$ cat src/rtl/tcw_pkg.sv
// Shared constants, codes and controller/datapath interface structs
// for the text console character writer. No dependencies.
`timescale 1ns / 1ps
`default_nettype none

package tcw_pkg;

   // Screen geometry
   localparam int COLUMNS    = 80;
   localparam int ROWS       = 25;
   localparam int TAB_WIDTH  = 4;
   localparam int CELL_COUNT = ROWS * COLUMNS;

   // Internal widths
   localparam int ADDR_W = $clog2(CELL_COUNT);
   localparam int ROW_W  = $clog2(ROWS);
   localparam int COL_W  = $clog2(COLUMNS);
   localparam int TAB_W  = $clog2(TAB_WIDTH + 1);

   // Port field widths
   localparam int OP_W      = 2;
   localparam int CHAR_W    = 8;
   localparam int ATTR_W    = 8;
   localparam int REQ_ROW_W = 5;
   localparam int REQ_COL_W = 7;
   localparam int POS_W     = 11;
   localparam int CELL_W    = CHAR_W + ATTR_W;

   localparam logic [ATTR_W-1:0] ATTR_RESET = 8'h0F;

   // Control characters
   localparam logic [CHAR_W-1:0] CH_BACKSPACE = 8'd8;
   localparam logic [CHAR_W-1:0] CH_TAB       = 8'd9;
   localparam logic [CHAR_W-1:0] CH_NEWLINE   = 8'd10;
   localparam logic [CHAR_W-1:0] CH_SPACE     = 8'd32;

   typedef enum logic [OP_W-1:0] {
      OP_PUT   = 2'd0,
      OP_CLEAR = 2'd1,
      OP_SET   = 2'd2,
      OP_READ  = 2'd3
   } tcw_op_type;

   // Commands from controller to datapath
   typedef struct packed {
      logic load;
      logic put_char;
      logic put_space;
      logic newline;
      logic back_step;
      logic blank;
      logic cursor_jump;
      logic clear_start;
      logic clear_write;
      logic scroll_prime;
      logic scroll_copy;
      logic scroll_fill;
      logic read_issue;
      logic read_capture;
      logic respond;
   } tcw_cmd_type;

   // Status from datapath to controller
   typedef struct packed {
      tcw_op_type op;
      logic       is_tab;
      logic       is_newline;
      logic       is_backspace;
      logic       at_last_row;
      logic       at_last_cell;
      logic       copy_last;
      logic       sweep_last;
   } tcw_status_type;

   // Linear cell index of a row and column
   function automatic logic [ADDR_W-1:0] cell_index(input logic [ROW_W-1:0] r,
                                                    input logic [COL_W-1:0] c);
      logic [ADDR_W-1:0] base;
      base = ADDR_W'(ADDR_W'(r) * ADDR_W'(COLUMNS));
      return base + ADDR_W'(c);
   endfunction

endpackage

`default_nettype wire

$ cat src/rtl/tcw_ctrl.sv
// Controller: one-hot state machine that sequences puts, tabs, scrolls,
// clears and reads, and strobes the result. Depends on tcw_pkg.
`timescale 1ns / 1ps
`default_nettype none

module tcw_ctrl (
   input  wire logic                    clock,
   input  wire logic                    reset,
   input  wire logic                    start,
   output logic                         busy,
   output logic                         rsp_valid,
   output tcw_pkg::tcw_cmd_type         cmd,
   input  wire tcw_pkg::tcw_status_type status
);

   typedef enum logic [13:0] {
      ST_IDLE      = 14'b00000000000001,
      ST_DECODE    = 14'b00000000000010,
      ST_PUT       = 14'b00000000000100,
      ST_NEWLINE   = 14'b00000000001000,
      ST_BACK      = 14'b00000000010000,
      ST_BLANK     = 14'b00000000100000,
      ST_CLEAR     = 14'b00000001000000,
      ST_SC_PRIME  = 14'b00000010000000,
      ST_SC_COPY   = 14'b00000100000000,
      ST_SC_FILL   = 14'b00001000000000,
      ST_SETCUR    = 14'b00010000000000,
      ST_READ      = 14'b00100000000000,
      ST_READ_WAIT = 14'b01000000000000,
      ST_RESP      = 14'b10000000000000
   } tcw_state_type;

   tcw_state_type                 state_ff, state_in;
   logic [tcw_pkg::TAB_W-1:0]     tab_cnt_ff, tab_cnt_in;
   logic                          rsp_valid_ff, rsp_valid_in;

   assign busy      = (state_ff != ST_IDLE);
   assign rsp_valid = rsp_valid_ff;

   // Next state and datapath commands
   always_comb begin
      state_in     = state_ff;
      tab_cnt_in   = tab_cnt_ff;
      rsp_valid_in = 1'b0;
      cmd          = '0;

      case (state_ff)
         ST_IDLE: begin
            if (start) begin
               cmd.load = 1'b1;
               state_in = ST_DECODE;
            end
         end
         ST_DECODE: begin
            tab_cnt_in = '0;
            case (status.op)
               tcw_pkg::OP_PUT: begin
                  if (status.is_tab) begin
                     tab_cnt_in = tcw_pkg::TAB_W'(tcw_pkg::TAB_WIDTH);
                     state_in   = ST_PUT;
                  end else if (status.is_newline) begin
                     state_in = ST_NEWLINE;
                  end else if (status.is_backspace) begin
                     state_in = ST_BACK;
                  end else begin
                     state_in = ST_PUT;
                  end
               end
               tcw_pkg::OP_CLEAR: begin
                  cmd.clear_start = 1'b1;
                  state_in        = ST_CLEAR;
               end
               tcw_pkg::OP_SET: state_in = ST_SETCUR;
               default:         state_in = ST_READ;
            endcase
         end
         // Write one cell and advance; a tab repeats this with spaces
         ST_PUT: begin
            cmd.put_char  = 1'b1;
            cmd.put_space = (tab_cnt_ff != '0);
            if (tab_cnt_ff != '0) begin
               tab_cnt_in = tab_cnt_ff - 1'b1;
            end
            if (status.at_last_cell) begin
               state_in = ST_SC_PRIME;
            end else if (tab_cnt_ff > tcw_pkg::TAB_W'(1)) begin
               state_in = ST_PUT;
            end else begin
               state_in = ST_RESP;
            end
         end
         ST_NEWLINE: begin
            cmd.newline = 1'b1;
            state_in    = status.at_last_row ? ST_SC_PRIME : ST_RESP;
         end
         ST_BACK: begin
            cmd.back_step = 1'b1;
            state_in      = ST_BLANK;
         end
         ST_BLANK: begin
            cmd.blank = 1'b1;
            state_in  = ST_RESP;
         end
         ST_CLEAR: begin
            cmd.clear_write = 1'b1;
            if (status.sweep_last) begin
               state_in = ST_RESP;
            end
         end
         ST_SC_PRIME: begin
            cmd.scroll_prime = 1'b1;
            state_in         = ST_SC_COPY;
         end
         ST_SC_COPY: begin
            cmd.scroll_copy = 1'b1;
            if (status.copy_last) begin
               state_in = ST_SC_FILL;
            end
         end
         // Blank the bottom row, then resume any pending tab spaces
         ST_SC_FILL: begin
            cmd.scroll_fill = 1'b1;
            if (status.sweep_last) begin
               state_in = (tab_cnt_ff != '0) ? ST_PUT : ST_RESP;
            end
         end
         ST_SETCUR: begin
            cmd.cursor_jump = 1'b1;
            state_in        = ST_RESP;
         end
         ST_READ: begin
            cmd.read_issue = 1'b1;
            state_in       = ST_READ_WAIT;
         end
         ST_READ_WAIT: begin
            cmd.read_capture = 1'b1;
            state_in         = ST_RESP;
         end
         ST_RESP: begin
            cmd.respond  = 1'b1;
            rsp_valid_in = 1'b1;
            state_in     = ST_IDLE;
         end
         default: begin
            state_in = ST_IDLE;
         end
      endcase
   end

   always_ff @(posedge clock) begin
      if (reset) begin
         state_ff     <= ST_IDLE;
         tab_cnt_ff   <= '0;
         rsp_valid_ff <= 1'b0;
      end else begin
         state_ff     <= state_in;
         tab_cnt_ff   <= tab_cnt_in;
         rsp_valid_ff <= rsp_valid_in;
      end
   end

endmodule

`default_nettype wire

$ cat config.mk
export PLATFORM = sky130hd
export DESIGN_NAME = tcw_ctrl
export DESIGN_NICKNAME = d
export VERILOG_FILES = /design/src/rtl/tcw_pkg.sv /design/src/rtl/tcw_ctrl.sv
export SDC_FILE = /design/constraint.sdc
export NUM_CORES = 1
export LEC_CHECK = 0
export BUFFER_PORTS_ARGS = -buffer_cell sky130_fd_sc_hd__buf_2
export CAP_MARGIN = 20
export CORE_ASPECT_RATIO = 1.1
export CORE_UTILIZATION = 53
export DETAILED_ROUTE_END_ITERATION = 16
export PLACE_DENSITY = 0.79
export RECOVER_POWER = 100
export SLEW_MARGIN = 20
export SYNTH_ARGS = -nofsm -noshare
export SYNTH_HDL_FRONTEND = slang
export SYNTH_SLANG_ARGS = --single-unit
$ cat constraint.sdc
create_clock -name clock -period 1.9 [get_ports clock]
set_input_delay 0.095 -clock clock [delete_from_list [all_inputs] [get_ports clock]]
set_output_delay 0.095 -clock clock [all_outputs]
set_load 0.02 [all_outputs]
==> flow_summary.rst, run 1 <==
.. list-table::
   :header-rows: 1

   * - Metric
     - Value
   * - Register-to-register path setup slack
     - -0.06 ns
   * - Worst reg2reg path depth
     - 9
   * - Peak fanout along the critical path
     - 4
   * - Maximum level of the CTS H-tree
     - 1
   * - Met2 track demand over resource
     - 53.7%
   * - GRT Residual Overflow
     - 0
   * - Smallest hold slack
     - 0.0227 ns
   * - Global-route track usage on met1
     - 35.5%
   * - Leakage
     - 0.808 nW
   * - Post-Synthesis Net Count
     - 169
   * - GPL Wtd Cong
     - 0.916
   * - HP Start
     - status[4]
   * - Worst hold path cell count
     - 3
   * - Worst slew margin relative to its limit
     - 74.5%
   * - Path type of the worst min-delay path
     - primary input to register
   * - RSZ-0062 raised after global routing
     - true
   * - Global-route wire length before repair
     - 5730 µm
   * - Peak supply drop
     - 0.464 mV
   * - Max Buffers Root-to-Sink
     - 2
   * - Number of sinks on the clock net
     - 18
   * - Nets@finish
     - 229
   * - Reg-to-reg endpoint
     - state_ff[10]
   * - Fraction of final layout cells sized beyond drive strength 1
     - 49.1%
   * - CTS tree
     - done
   * - Post-synthesis async set-or-reset flop share
     - 0%
   * - Outcome
     - complete, but fails checks
   * - Post-detailed-route DRC marker count
     - 0
   * - Category of the worst setup path launch point
     - register
   * - CTS clock-pin slew for the worst setup and hold paths
     - 0.11 ns
   * - Number of cells in the finished layout apart from fillers
     - 242
   * - Post-detailed-routing wire length
     - 4270 µm
   * - Crit path buf inv count
     - 1
   * - Total CTS buffers
     - 3
   * - Violations in the final reports
     - negative setup slack
   * - F_max
     - 0.490 GHz
   * - Clock insertion delay at the later pin of the skew report
     - 0.30 ns
   * - HPWL reported at the end of detailed placement
     - 2560 µm
   * - Crit path DAT
     - 1.95 ns
   * - Hold worst-path end
     - state_ff[4]
   * - Longest individual stage delay on the worst path
     - 0.55 ns
   * - Total number of yosys warnings
     - 0
   * - Instance count after placement with tap cells included
     - 224
   * - Most used routing layer in global routing
     - met2
   * - Pwr dens
     - 502 nW/µm²
   * - Post-Place Worst Slack
     - -0.00200 ns
   * - Vias in the first global route
     - 1284
   * - Cell with the largest stage delay on the worst path
     - sky130_fd_sc_hd__or4_4
   * - Chip Width
     - 48.6 µm
   * - Fill cell instance count of the final layout
     - 144
   * - Top delay family on crit path
     - simple AND/OR/NAND/NOR gates
   * - CTS Root Cell
     - sky130_fd_sc_hd__clkbuf_4
   * - Levels on crit path
     - 5
   * - Post-synthesis to final-layout area growth
     - 46.4%
   * - Maximum number of pins on one net before global-route repair
     - 13
   * - Count of boundary I/O pins
     - 29
   * - Overall die height
     - 53.3 µm
   * - Crit end category
     - output port
   * - EDFF count, synth
     - 0
   * - Mapped Area
     - 1270 µm²
   * - Wire per inst
     - 17.6 µm
   * - Post-route design area
     - 1860 µm²
   * - Leading register cell type out of synthesis
     - sky130_fd_sc_hd__dfxtp_1
   * - Fraction of met3 tracks used by global routing
     - 3.74%
   * - Number of buffer cells added on primary ports
     - 28
   * - Worst r2r src
     - state_ff[5]
   * - Minimum clock period after layout
     - 2.04 ns
   * - Mean instance size in the synthesized netlist
     - 8.23 µm²
   * - Leading cell type in the layout, fill and taps excluded
     - sky130_fd_sc_hd__buf_4
   * - Cell-by-cell trace of the critical path
     - or4_4, nor4_4, nand2_2, nor3b_2, buf_4
   * - Iteration count of the initial detailed-routing pass
     - 5
   * - WP data required
     - 1.80 ns
   * - Drt first-iter violations
     - 70
   * - Area occupied by multi-input gates
     - 937 µm²
   * - Commonest cells after routing, fill and taps aside
     - sky130_fd_sc_hd__buf_4, sky130_fd_sc_hd__nor2_1, sky130_fd_sc_hd__buf_2
   * - Category of the most critical setup path
     - register to output port
   * - Placeable core region
     - 2250 µm²
   * - Part of the Yosys area used for sequential elements
     - 28.4%
   * - Number of storage elements in the synthesis netlist
     - 18
   * - Remaining antenna violation count
     - 0
   * - Final-report setup violation count
     - 17
   * - Transition time of the tightest slew-check pin
     - 0.377 ns
   * - Detailed-route vias per instance
     - 6.26
   * - Number of cell rows
     - 18
   * - Reg area
     - 377 µm²
   * - Die Area
     - 2590 µm²
   * - Final worst-path setup slack
     - -0.141 ns
   * - Number of failing hold endpoints at the final stage
     - 0
   * - Cell area reported after detailed placement
     - 1570 µm²
   * - Max Clock Skew
     - 0.00965 ns
   * - Number of antenna violations at the first check in global routing
     - 0
   * - Number of cells produced by synthesis
     - 154
   * - Total number of vias
     - 1515
   * - Period Utilization, post-route
     - 107%
   * - Share of the core filled with cells
     - 82.4%
   * - Post-synthesis cell type count
     - 49
   * - Final slew viol count
     - 0
   * - Maxcap violations
     - 0
   * - Starting Density
     - 56.3%
   * - Final antenna diode count
     - 0
   * - Overall track demand over capacity in global routing
     - 28.9%
## area by class of cell
cell class                 count  share of cell area, %
multi-input combinational    118                   50.5
sequential                    18                   20.3
inverter                      10                   2.02
clock buffer                   3                   1.21
tap                           30                   2.02
timing repair buffer          63                   23.9
## metrics by stage
step / power [mW] / setup TNS, ns
2_1_floorplan: 0.563 / 0
3_3_place_gp: 0.633 / 0
3_5_place_dp: 0.642 / -0.00200
4_1_cts: 0.868 / -0.441
5_1_grt: 0.971 / -2.78
6_report: 0.931 / -1.49
## synth_stat cells, types with 3 or more instances
cell type / count / share of area, %
sky130_fd_sc_hd__and3_1: 3 / 1.5
sky130_fd_sc_hd__clkbuf_1: 4 / 1.2
sky130_fd_sc_hd__inv_1: 9 / 2.7
sky130_fd_sc_hd__nand4_1: 5 / 2.5
sky130_fd_sc_hd__nor4b_1: 8 / 5.5
sky130_fd_sc_hd__nor4_1: 4 / 2.0
sky130_fd_sc_hd__nand2_1: 8 / 2.4
sky130_fd_sc_hd__nor2b_1: 6 / 3.0
sky130_fd_sc_hd__nor3_1: 6 / 2.4
sky130_fd_sc_hd__a21oi_1: 6 / 2.4
sky130_fd_sc_hd__nor3b_2: 3 / 3.0
sky130_fd_sc_hd__o21ai_0: 3 / 1.2
sky130_fd_sc_hd__nor2_1: 21 / 6.2
sky130_fd_sc_hd__a211oi_1: 4 / 2.4
sky130_fd_sc_hd__ha_1: 3 / 3.0
sky130_fd_sc_hd__dfxtp_1: 18 / 28
## metal layers
layer	wire (µm)	vias up
met4	81	0
li1	-	689
met3	287	10
met2	2240	91
met5	0	-
met1	1660	725
## registers in the layout (all words and copies together) (netlist names)
name,count
state_ff,14
rsp_valid,1
tab_cnt_ff,3
## how the worst max path moves through the flow
stage,start,to,slack [ns]
floorplan,state_ff[4],state_ff[9],0.05
global placement,state_ff[0],state_ff[13],0.02
detailed placement,state_ff[0],cmd[0],-0.002
CTS,state_ff[0],cmd[0],-0.12
global route,state_ff[1],cmd[0],-0.25
finish,state_ff[0],cmd[0],-0.14
## kinds of logic after synthesis
kind of cell,Yosys count,share of synthesized area [%]
AO/OA/AOI/OAI,24,12.5
multiplexers,1,1.18
XOR/XNOR,3,2.07
flip-flops,18,28.4
buffers and inverters,18,6.42
AND/OR/NAND/NOR,87,46.4
adder cells (fa/ha/maj),3,2.96
## report_power, final
group | switching [mW] | internal (mW)
clock | 0.122 | 0.0739
sequential | 0.0200 | 0.390
combinational | 0.178 | 0.147
## worst register-to-register path, cell delays in order, from the launching register on
cell,delay (ns)
sky130_fd_sc_hd__dfxtp_4,0.39
sky130_fd_sc_hd__nor4_4,0.29
sky130_fd_sc_hd__buf_4,0.15
sky130_fd_sc_hd__buf_4,0.10
sky130_fd_sc_hd__nand4_1,0.16
sky130_fd_sc_hd__buf_4,0.19
sky130_fd_sc_hd__a21oi_2,0.16
sky130_fd_sc_hd__nand3b_1,0.15
sky130_fd_sc_hd__buf_4,0.18
sky130_fd_sc_hd__nor4_1,0.07
## timing repair
action                                  4_1_cts  5_1_grt
pin swaps                                     4       11
buffers inserted                              6        9
hold buffers                                  0        0
gates resized for setup                      20       24
endpoints found under the setup margin       12       24
Power figures use the tool's default switching activity.
==> run 2, diff against run 1 <==
CORE_UTILIZATION = 54   (was 53)
CTS_BUF_LIST = sky130_fd_sc_hd__clkbuf_4 sky130_fd_sc_hd__clkbuf_8   (was not set)
CTS_CLUSTER_DIAMETER = 40   (was not set)
PLACE_DENSITY = 0.8   (was 0.79)
==> run 2 against run 1 <==
Net effect:
- the run still ends with negative setup slack left
- utilization down 4.4 points
- die area decreased by 1.8%
- largest power group unchanged
- non-clock buffer count decreased by 11
- sequential share of layout area up 1.4 points
- via count is 5.0% lower
- register-to-register slack better by 0.06 ns
- worst setup slack worse by 0.029 ns
- first-iteration DRC count decreased by 24%
==> flow_summary.rst, run 2 (synthesis results as in run 1) <==
.. list-table::
   :header-rows: 1

   * - Metric
     - Value
   * - Nets@finish
     - 218
   * - Outcome
     - complete, but fails checks
   * - Worst slew margin relative to its limit
     - 70.1%
   * - Fraction of final layout cells sized beyond drive strength 1
     - 45.5%
   * - Post-detailed-routing wire length
     - 4100 µm
   * - Count of boundary I/O pins
     - 29
   * - Final antenna diode count
     - 0
   * - Transition time of the tightest slew-check pin
     - 0.443 ns
   * - Number of antenna violations at the first check in global routing
     - 0
   * - Peak fanout along the critical path
     - 6
   * - Post-detailed-route DRC marker count
     - 0
   * - Chip Width
     - 48.2 µm
   * - Fill cell instance count of the final layout
     - 148
   * - Detailed-route vias per instance
     - 6.20
   * - Category of the worst setup path launch point
     - register
   * - F_max
     - 0.483 GHz
   * - Total CTS buffers
     - 3
   * - Final slew viol count
     - 0
   * - WP data required
     - 1.80 ns
   * - Path type of the worst min-delay path
     - primary input to register
   * - Crit end category
     - output port
   * - CTS Root Cell
     - sky130_fd_sc_hd__clkbuf_4
   * - Number of cells in the finished layout apart from fillers
     - 232
   * - Final worst-path setup slack
     - -0.170 ns
   * - Period Utilization, post-route
     - 109%
   * - Crit path DAT
     - 1.98 ns
   * - CTS clock-pin slew for the worst setup and hold paths
     - 0.12 ns
   * - Number of cell rows
     - 18
   * - Overall die height
     - 52.8 µm
   * - Maximum number of pins on one net before global-route repair
     - 13
   * - Total number of vias
     - 1439
   * - Instance count after placement with tap cells included
     - 219
   * - Total negative setup slack
     - -0.851 ns
   * - Largest register by flop count
     - state_ff
   * - Leading cell type in the layout, fill and taps excluded
     - sky130_fd_sc_hd__buf_4
   * - Number of buffer cells added on primary ports
     - 28
   * - Drt first-iter violations
     - 53
   * - Flip-flop count of the largest register after layout
     - 14
   * - Clock share of power
     - 26.6%
   * - Switching share of total power
     - 34.2%
   * - Starting Density
     - 56.8%
   * - Clock insertion delay at the later pin of the skew report
     - 0.32 ns
   * - Placeable core region
     - 2230 µm²
   * - Remaining antenna violation count
     - 0
   * - Maximum level of the CTS H-tree
     - 1
   * - GPL Wtd Cong
     - 0.932
   * - Maxcap violations
     - 0
   * - Iteration count of the initial detailed-routing pass
     - 4
   * - Share of total power in sequential cells
     - 41.4%
   * - Share of the core filled with cells
     - 78.0%
   * - GRT Residual Overflow
     - 0
   * - Vias in the first global route
     - 1382
   * - Pwr dens
     - 566 nW/µm²
   * - Minimum clock period after layout
     - 2.07 ns
   * - Peak supply drop
     - 0.557 mV
   * - Category of the most critical setup path
     - register to output port
   * - HPWL reported at the end of detailed placement
     - 2820 µm
   * - Number of sinks on the clock net
     - 18
   * - RSZ-0062 raised after global routing
     - true
   * - Wire per inst
     - 17.7 µm
   * - Net load switching power
     - 0.336 mW
   * - Global-route wire length before repair
     - 6200 µm
   * - Overall track demand over capacity in global routing
     - 35.6%
   * - CTS tree
     - done
   * - Leakage
     - 0.748 nW
   * - Max Buffers Root-to-Sink
     - 2
   * - Number of failing hold endpoints at the final stage
     - 0
   * - Die Area
     - 2540 µm²
   * - Violations in the final reports
     - negative setup slack
   * - Cell-internal power
     - 0.648 mW
   * - Comb power frac
     - 32.0%
   * - Final-report setup violation count
     - 12
   * - Commonest cells after routing, fill and taps aside
     - sky130_fd_sc_hd__buf_4, sky130_fd_sc_hd__nor2_1, sky130_fd_sc_hd__buf_2
   * - Max Clock Skew
     - 0.00563 ns
   * - Post-synthesis to final-layout area growth
     - 37.2%
-- run 2: changes by cell type in the layout (fill, tap and decap cells not counted), moves of 2 or more --
cell                       previous run  this run
sky130_fd_sc_hd__a211oi_1             2         4
sky130_fd_sc_hd__a211oi_2             3         1
sky130_fd_sc_hd__buf_4               35        30
sky130_fd_sc_hd__buf_6                7         1
-- run 2: worst max-delay path, stage by stage (launching register included) --
cell and delay, ns:
sky130_fd_sc_hd__dfxtp_2 0.36, sky130_fd_sc_hd__buf_4 0.16, sky130_fd_sc_hd__nor4b_2 0.34, sky130_fd_sc_hd__nand4_1 0.19, sky130_fd_sc_hd__buf_4 0.21, sky130_fd_sc_hd__nor3b_2 0.21
sky130_fd_sc_hd__buf_4 0.18
-- run 2: repair_timing --
item                                    CTS  global route
hold buffers                              0             0
endpoints found under the setup margin   20            21
buffers inserted                          4             5
gates resized for setup                  15            17
pin swaps                                 4             5
-- run 2: area by class of cell --
cell class / count / area (µm²) / area share, %
multi-input cells: 118 / 910 / 52.3
repair buffers: 52 / 340 / 19.6
well taps: 30 / 37.5 / 2.16
inverters: 10 / 37.5 / 2.16
flip-flops and latches: 18 / 378 / 21.7
clock buffers: 4 / 36.3 / 2.09
-- run 2: final timing paths --
check,slack [ns],end,from,depth (start not counted)
worst min register to register,0.55,tab_cnt_ff[1],tab_cnt_ff[1],2
worst min-delay path,0.008,state_ff[4],status[4],3
worst max register to register,0,state_ff[9],state_ff[1],7
worst max-delay path,-0.17,cmd[7],state_ff[0],6
-- run 2: routing by layer --
metal  track usage [%]  part of all wire, %  up-vias
met5                 0                    0        -
met4              25.0                  5.4        0
met3              7.59                  6.8       24
met2              58.7                   49       94
met1              38.4                   38      656
li1                  -                    -      665
-- run 2: power groups by stage --
stage	registers, mW	clock network [mW]	logic, mW
final	0.408	0.261	0.315
after detailed placement	0.413	0	0.236
after floorplan	0.405	0	0.158
after CTS	0.406	0.256	0.250
after global placement	0.412	0	0.229
after global routing	0.408	0.265	0.334
-- run 2: per-stage QoR --
step / cell area (µm²) / setup slack (ns) / hold WS (ns) / power [mW]
floorplan: 1280 / 0.0473 / 0.173 / 0.563
global placement: 1530 / 0.0986 / 0.332 / 0.641
detailed placement: 1530 / -0.0329 / 0.346 / 0.650
CTS: 1650 / -0.151 / 0.0129 / 0.913
global route: 1740 / -0.215 / 0.0311 / 1.01
finish: 1740 / -0.170 / 0.00794 / 0.984
